`config.mk`:
```
export PLATFORM = sky130hd
export DESIGN_NAME = block_buffer_cache_lru_unit
export DESIGN_NICKNAME = d
export VERILOG_FILES = /design/src/hw/rtl/bbc_pkg.sv /design/src/hw/rtl/bbc_ctrl.sv /design/src/hw/rtl/bbc_dp.sv /design/src/hw/rtl/block_buffer_cache_lru_unit.sv
export SDC_FILE = /design/constraint.sdc
export NUM_CORES = 2
export LEC_CHECK = 0
export BUFFER_PORTS_ARGS = -buffer_cell sky130_fd_sc_hd__buf_2
export CAP_MARGIN = 20
export CORE_MARGIN = 2
export CORE_UTILIZATION = 40
export CTS_CLUSTER_DIAMETER = 150
export CTS_CLUSTER_SIZE = 20
export DETAILED_ROUTE_END_ITERATION = 10
export HOLD_SLACK_MARGIN = 0.03
export PLACE_DENSITY_LB_ADDON = 0.1
export SKIP_LAST_GASP = 1
export SYNTH_ARGS = -nofsm -noshare
export SYNTH_HDL_FRONTEND = slang
export SYNTH_SLANG_ARGS = --single-unit
```
`constraint.sdc`:
```
create_clock -name clk_i -period 5.4 [get_ports clk_i]
set_clock_uncertainty 0.15 [all_clocks]
set_input_delay 1.08 -clock clk_i [delete_from_list [all_inputs] [get_ports clk_i]]
set_output_delay 1.08 -clock clk_i [all_outputs]
set_load 0.1 [all_outputs]
```
`src/hw/rtl/bbc_pkg.sv`:
```
// bbc_pkg: shared types and constants of the buffer cache lru unit
// no dependencies; imported by the controller, the datapath and the top level
`default_nettype none

package bbc_pkg;

  // number of buffer slots, fixed by the 5-bit slot fields
  localparam int unsigned Entries  = 32;
  localparam int unsigned SlotW    = 5;
  localparam int unsigned CountW   = 8;
  localparam logic [CountW-1:0] CountMax = '1;

  typedef enum logic [2:0] {
    ACT_GET     = 3'd0,
    ACT_RELEASE = 3'd1,
    ACT_PIN     = 3'd2,
    ACT_UNPIN   = 3'd3,
    ACT_CLEAR   = 3'd4
  } act_e;

  typedef enum logic [1:0] {
    ST_OK     = 2'd0,
    ST_NOFREE = 2'd1,
    ST_COUNT  = 2'd2
  } status_e;

  typedef enum logic [1:0] {
    FSM_IDLE,
    FSM_SCAN,
    FSM_APPLY
  } fsm_e;

  typedef struct packed {
    logic [2:0]       action;
    logic [7:0]       device_id;
    logic [31:0]      block_number;
    logic [SlotW-1:0] slot_in;
  } req_t;

  typedef struct packed {
    logic [SlotW-1:0] slot_out;
    logic             hit;
    logic             need_read;
    logic [1:0]       status;
  } rsp_t;

  // controller to datapath commands
  typedef struct packed {
    logic latch;
    logic scan_clr;
    logic scan_step;
    logic apply;
  } cmd_t;

  // datapath to controller status
  typedef struct packed {
    logic is_get;
    logic scan_last;
  } sts_t;

endpackage

`default_nettype wire

```
`src/hw/rtl/bbc_ctrl.sv`:
```
// bbc_ctrl: sequencing state machine of the buffer cache lru unit
// depends on bbc_pkg
`default_nettype none

module bbc_ctrl import bbc_pkg::*; (
  input  wire  clk_i,
  input  wire  rst_ni,
  input  wire  start_i,
  input  sts_t sts_i,
  output logic busy_o,
  output cmd_t cmd_o
);

  fsm_e state_q, state_d;

  // next state
  always_comb begin
    state_d = state_q;
    case (state_q)
      FSM_IDLE: begin
        if (start_i) state_d = FSM_SCAN;
      end
      FSM_SCAN: begin
        if (!sts_i.is_get || sts_i.scan_last) state_d = FSM_APPLY;
      end
      FSM_APPLY: state_d = FSM_IDLE;
      default:   state_d = FSM_IDLE;
    endcase
  end

  // outputs
  always_comb begin
    cmd_o  = '0;
    busy_o = 1'b1;
    case (state_q)
      FSM_IDLE: begin
        busy_o         = 1'b0;
        cmd_o.latch    = start_i;
        cmd_o.scan_clr = start_i;
      end
      FSM_SCAN:  cmd_o.scan_step = sts_i.is_get;
      FSM_APPLY: cmd_o.apply     = 1'b1;
      default:   busy_o          = 1'b1;
    endcase
  end

  always_ff @(posedge clk_i or negedge rst_ni) begin
    if (!rst_ni) begin
      state_q <= FSM_IDLE;
    end else begin
      state_q <= state_d;
    end
  end

endmodule

`default_nettype wire

```
`src/hw/rtl/bbc_dp.sv`:
```
// bbc_dp: tag table, counts, recency ranks and the sequential lookup scan
// depends on bbc_pkg
`default_nettype none

module bbc_dp import bbc_pkg::*; (
  input  wire  clk_i,
  input  wire  rst_ni,
  input  req_t req_i,
  input  cmd_t cmd_i,
  output sts_t sts_o,
  output logic done_o,
  output rsp_t rsp_o
);

  logic [7:0]        tag_dev_q [Entries];
  logic [31:0]       tag_blk_q [Entries];
  logic [Entries-1:0] mapped_q;
  logic [Entries-1:0] cvalid_q;
  logic [CountW-1:0] count_q   [Entries];
  logic [SlotW-1:0]  rank_q    [Entries];

  req_t             req_q;
  logic [SlotW-1:0] idx_q;
  logic             hit_fnd_q, vic_fnd_q;
  logic [SlotW-1:0] hit_idx_q, vic_idx_q, vic_rank_q;
  logic             done_q;
  rsp_t             rsp_q, rsp_d;

  logic             match, free_better;
  logic [SlotW-1:0] sl;
  logic [SlotW-1:0] old_rank;

  assign sts_o.is_get    = (req_q.action == ACT_GET);
  assign sts_o.scan_last = (idx_q == SlotW'(Entries - 1));
  assign done_o = done_q;
  assign rsp_o  = rsp_q;

  // compare of the slot under the scan pointer
  assign match = mapped_q[idx_q] && (tag_dev_q[idx_q] == req_q.device_id)
                 && (tag_blk_q[idx_q] == req_q.block_number);
  assign free_better = (count_q[idx_q] == '0) && (!vic_fnd_q || rank_q[idx_q] < vic_rank_q);
  assign sl       = req_q.slot_in;
  assign old_rank = rank_q[sl];

  // request register and scan trackers
  always_ff @(posedge clk_i) begin
    if (cmd_i.latch) req_q <= req_i;
  end

  always_ff @(posedge clk_i or negedge rst_ni) begin
    if (!rst_ni) begin
      idx_q <= '0; hit_fnd_q <= 1'b0; vic_fnd_q <= 1'b0;
      hit_idx_q <= '0; vic_idx_q <= '0; vic_rank_q <= '0;
    end else if (cmd_i.scan_clr) begin
      idx_q <= '0; hit_fnd_q <= 1'b0; vic_fnd_q <= 1'b0;
    end else if (cmd_i.scan_step) begin
      idx_q <= idx_q + 1'b1;
      if (match && !hit_fnd_q) begin
        hit_fnd_q <= 1'b1;
        hit_idx_q <= idx_q;
      end
      if (free_better) begin
        vic_fnd_q  <= 1'b1;
        vic_idx_q  <= idx_q;
        vic_rank_q <= rank_q[idx_q];
      end
    end
  end

  // result of the latched request
  always_comb begin
    rsp_d = '{slot_out: sl, hit: 1'b0, need_read: 1'b0, status: ST_OK};
    case (req_q.action)
      ACT_GET: begin
        if (hit_fnd_q) begin
          rsp_d.slot_out  = hit_idx_q;
          rsp_d.hit       = 1'b1;
          rsp_d.need_read = !cvalid_q[hit_idx_q];
          if (count_q[hit_idx_q] == CountMax) rsp_d.status = ST_COUNT;
        end else if (vic_fnd_q) begin
          rsp_d.slot_out  = vic_idx_q;
          rsp_d.need_read = 1'b1;
        end else begin
          rsp_d.slot_out = '0;
          rsp_d.status   = ST_NOFREE;
        end
      end
      ACT_CLEAR: rsp_d.slot_out = '0;
      ACT_PIN: begin
        if (count_q[sl] == CountMax) rsp_d.status = ST_COUNT;
      end
      ACT_RELEASE, ACT_UNPIN: begin
        if (count_q[sl] == '0) rsp_d.status = ST_COUNT;
      end
      default: ;
    endcase
  end

  // table update and result register
  always_ff @(posedge clk_i or negedge rst_ni) begin
    if (!rst_ni) begin
      for (int i = 0; i < Entries; i++) begin
        tag_dev_q[i] <= '0;
        tag_blk_q[i] <= '0;
        count_q[i]   <= '0;
        rank_q[i]    <= SlotW'(i);
      end
      mapped_q <= '0;
      cvalid_q <= '0;
      done_q   <= 1'b0;
      rsp_q    <= '0;
    end else begin
      done_q <= cmd_i.apply;
      if (cmd_i.apply) begin
        rsp_q <= rsp_d;
        case (req_q.action)
          ACT_GET: begin
            if (hit_fnd_q) begin
              cvalid_q[hit_idx_q] <= 1'b1;
              if (count_q[hit_idx_q] != CountMax)
                count_q[hit_idx_q] <= count_q[hit_idx_q] + 1'b1;
            end else if (vic_fnd_q) begin
              tag_dev_q[vic_idx_q] <= req_q.device_id;
              tag_blk_q[vic_idx_q] <= req_q.block_number;
              mapped_q[vic_idx_q] <= 1'b1;
              cvalid_q[vic_idx_q] <= 1'b1;
              count_q[vic_idx_q]  <= CountW'(1);
            end
          end
          ACT_CLEAR: begin
            cvalid_q <= '0;
            for (int i = 0; i < Entries; i++) count_q[i] <= '0;
          end
          ACT_PIN: begin
            if (count_q[sl] != CountMax) count_q[sl] <= count_q[sl] + 1'b1;
          end
          ACT_RELEASE, ACT_UNPIN: begin
            if (count_q[sl] != '0) begin
              count_q[sl] <= count_q[sl] - 1'b1;
              // last release makes the slot most recent
              if (req_q.action == ACT_RELEASE && count_q[sl] == CountW'(1)) begin
                for (int i = 0; i < Entries; i++) begin
                  if (rank_q[i] > old_rank) rank_q[i] <= rank_q[i] - 1'b1;
                end
                rank_q[sl] <= SlotW'(Entries - 1);
              end
            end
          end
          default: ;
        endcase
      end
    end
  end

endmodule

`default_nettype wire

```
`src/hw/rtl/block_buffer_cache_lru_unit.sv`:
```
// block_buffer_cache_lru_unit: lru buffer cache with reference counts
// a get scans all 32 slots, one per cycle, then applies its update and shows the result strobe;
// release, pin, unpin and clear do not scan the slots before they apply
// busy drops in the cycle the result is shown; the unit takes one request at a time
// the receiver cannot stall; reset clears counts, mappings and content bits
// and gives slot i recency rank i. depends on bbc_pkg, bbc_ctrl, bbc_dp
`default_nettype none

module block_buffer_cache_lru_unit import bbc_pkg::*; (
  input  wire  clk_i,
  input  wire  rst_ni,
  input  wire  start_i,
  input  req_t req_i,
  output logic busy_o,
  output logic done_o,
  output rsp_t rsp_o
);

  cmd_t cmd;
  sts_t sts;

  // sequencing
  bbc_ctrl u_ctrl (
    .clk_i   (clk_i),
    .rst_ni  (rst_ni),
    .start_i (start_i),
    .sts_i   (sts),
    .busy_o  (busy_o),
    .cmd_o   (cmd)
  );

  // slot table and scan
  bbc_dp u_dp (
    .clk_i  (clk_i),
    .rst_ni (rst_ni),
    .req_i  (req_i),
    .cmd_i  (cmd),
    .sts_o  (sts),
    .done_o (done_o),
    .rsp_o  (rsp_o)
  );

endmodule

`default_nettype wire
```
==> key figures <==
Run status
  • Status: finished, final reports clean

Routing
  • Drt via density: approximately 6.4
  • First-iteration detailed-routing DRC count: between 7000 and 8000
  • DRC viols: 0
  • DR vias: around 73000
  • Routed length per placed instance: approximately 33 µm
  • Post-DRT Antenna Nets: 0
  • WL final: roughly 370000 µm
  • First-pass DRT Iterations: 6

Timing
  • Post-layout min period: 5.17 ns
  • Hold Fails Final Rpt: 0
  • Slew Viols, Final: 0
  • Slew headroom: 0.208
  • Setup Viol. Count Final: 0
  • Final setup TNS: 0 ns
  • Period Utilization, post-route: 0.958
  • Worst-Margin Slew: roughly 1.2 ns
  • RSZ-0062 raised after global routing: no
  • Maximum clock frequency: around 190 MHz

Logic synthesis
  • Post-synth ARST share: 0.974
  • Syn Area/Cell: 12.1 µm²
  • Ys Warns: 0
  • EDFF count, synth: 48
  • Post-synth top area share: 0.430
  • Top FF cell, synth: dfrtp_1
  • Cells after synthesis: ~8200
  • #FFs+latches synth: roughly 1800
  • Mapped Area: 0.0997 mm²
  • Total nets after synthesis: approximately 8500
  • Post-synth top cells: dfrtp_1, mux2_2, a21oi_1
  • Top post-synthesis cells by area: dfrtp_1, mux2_2, mux4_2
  • Yosys top cell by area: dfrtp_1
  • Most frequent cell after synthesis: dfrtp_1
  • Post-synthesis sequential area ratio: 0.466
  • Number of distinct library cells after synthesis: just under 80

Setup path
  • CP Class: flip-flop to flip-flop
  • Reg2Reg Setup Slack: 0.23 ns
  • Critical Path AT: ~5.7 ns
  • Reg2reg start: u_dp.sl[0]
  • Worst setup SP type: flip-flop
  • Worst Path Required: 5.93 ns
  • Worst Setup End Kind: flip-flop
  • Maximum fanout along the worst path: 34
  • Crit path launch: u_dp.sl[0]
  • RR Endpoint: u_dp.rank_q[145]
  • Worst Reg2Reg Path Length in Cells: 11

CTS
  • Clock network latency to the later pin of the worst-skew pair: around 0.83 ns
  • TritonCTS buffer count: 102
  • PostCTS Resize Cnt: 0
  • CTS tree: done
  • Worst-path clk slew: 0.09 ns
  • CTS H-tree depth: 3
  • Clock Tree Buf Depth: 3
  • Root Driver: clkbuf_16
  • Sink Count: 1842

Die
  • Core Region: around 0.25 mm²
  • # rows: approximately 180
  • Die height: 503 µm
  • Die X: about 500 µm
  • Initial core utilization: 0.402
  • Die Footprint: ~0.25 mm²
  • Io pins: just over 60

Place
  • Post-detail-place hpwl: approximately 240000 µm
  • DP Area: 0.106 mm²
  • Inst Count DP: 11277
  • Port bufs: between 60 and 70
  • Final Wtd Congestion: between 1 and 1.5

Hold path
  • Worst min-delay path startpoint: req_i[21]
  • Min-Delay Path Class: input pin to flip-flop
  • Hold Crit Endpoint: u_dp.req_q[21]
  • Hold path cells: 1

Finish
  • Area grow syn2layout: 8.92%
  • Fin cells: roughly 11000
  • Layout cell share with drive strength beyond 1: 0.326
  • Design area: about 0.11 mm²
  • Util after Layout: 0.437
  • Fin nets: roughly 8300
  • Number of fill cells: about 23000

Power and ir drop
  • Peak supply drop: between 300 and 400 µV
  • Leakage: about 48 nW
  • P per Cell Area: slightly below 300 mW/mm²

Flow run
  • Total of max-cap violations: 0

GRT
  • Total gr overflow: 0
  • First-pass GRT wire length: approximately 540000 µm
  • Initial antenna violation count: 14
  • Number of global-route vias before repair: ~73000
  • Gr usage total: 0.291
  • Largest net degree at the start of global routing: ~170
-- critical path, stage by stage (launching register included) --
cell	delay, ns
edfxtp_1	0.46
buf_12	0.29
buf_4	0.24
mux4_2	0.51
a22oi_1	0.88
nand4_2	0.20
or2_2	0.45
or4_4	0.90
buf_4	0.35
nor2_1	0.29
a21oi_1	0.12
a21o_1	0.16
-- sequential cells by signal, indices dropped and copies added (netlist names) --
name             count
u_dp.rsp_o           9
u_dp.tag_dev_q     256
u_dp.count_q       256
u_dp.hit_fnd_q       1
u_dp.mapped_q       32
u_dp.rank_q        160
u_dp.tag_blk_q    1024
u_dp.sl              5
u_dp.vic_fnd_q       1
u_dp.req_q          43
u_dp.vic_idx_q       5
u_dp.idx_q           5
u_ctrl.state_q       2
u_dp.hit_idx_q       5
u_dp.done_o          1
u_dp.cvalid_q       32
u_dp.vic_rank_q      5
-- timing repair --
item | CTS | global route
buffers inserted | 0 | 0
hold endpoints to repair | 25 | 0
hold buffers | 1 | 0
-- cells by family after synthesis --
family / after synthesis / synth area share
AO/OA/AOI/OAI: 1582 / 0.106
XOR/XNOR: 148 / 0.0130
flip-flops: 1842 / 0.466
buffers and inverters: 812 / 0.0327
adder cells (fa/ha/maj): 202 / 0.0254
multiplexers: 1957 / 0.276
AND/OR/NAND/NOR: 1663 / 0.0814
-- how the worst max path moves through the flow --
stage / to / slack [ns] / cells past startpoint
floorplan: u_dp.vic_idx_q[0] / 0.14 / 18
global placement: u_dp.hit_idx_q[0] / 0.53 / 13
detailed placement: u_dp.rank_q[128] / 0.55 / 11
finish: u_dp.rank_q[145] / 0.23 / 11
CTS: u_dp.hit_idx_q[0] / 0.54 / 13
global route: u_dp.rank_q[107] / 0.1 / 11
-- power breakdown --
part           switching [W]  leakage, nW  internal (W)
sequential           0.00115         25.0        0.0145
clock                0.00499         1.38       0.00355
combinational        0.00525         21.8       0.00255
total                 0.0114         48.2        0.0205
-- metrics by stage --
stage                     power [W]  hold slack [ns]  setup WS, ns
after floorplan              0.0197            0.279         0.143
after global placement       0.0233            0.294         0.526
after detailed placement     0.0233            0.298         0.554
after CTS                    0.0319            0.238         0.545
after global routing         0.0330            0.241        0.0998
final                        0.0319            0.285         0.228
-- per-layer routing --
layer / GRT usage / vias up / wire length, µm
met2: 0.462 / 3324 / 171000
met1: 0.385 / 38736 / 155000
met5: 0.00324 / - / 129
met3: 0.0612 / 869 / 28600
met4: 0.122 / 4 / 18300
li1: - / 30368 / -
-- layout by cell type, fill, tap and decap left out, types with 183 or more instances in the layout --
master   Yosys  layout
buf_4       14     299
mux2_2    1314    1314
mux4_2     502     502
nand2_1    432     414
nor2_1     526     497
o21ai_0    183     183
a22oi_1    183     183
dfrtp_1   1714    1706
a21oi_1    539     538
ha_1       202     202
-- final cells by class --
cell class / instances / area [µm²] / share of cell area
inverters: 118 / 445 / 0.00410
diodes: 7 / 17.5 / 0.000161
flip-flops and latches: 1842 / 46500 / 0.428
repair buffers: 439 / 4160 / 0.0383
well taps: 3330 / 4170 / 0.0384
clock buffers: 137 / 2720 / 0.0250
multi-input cells: 5552 / 50400 / 0.465
clock inverters: 6 / 153 / 0.00141
Note: power is estimated with default switching activity, not from simulation.
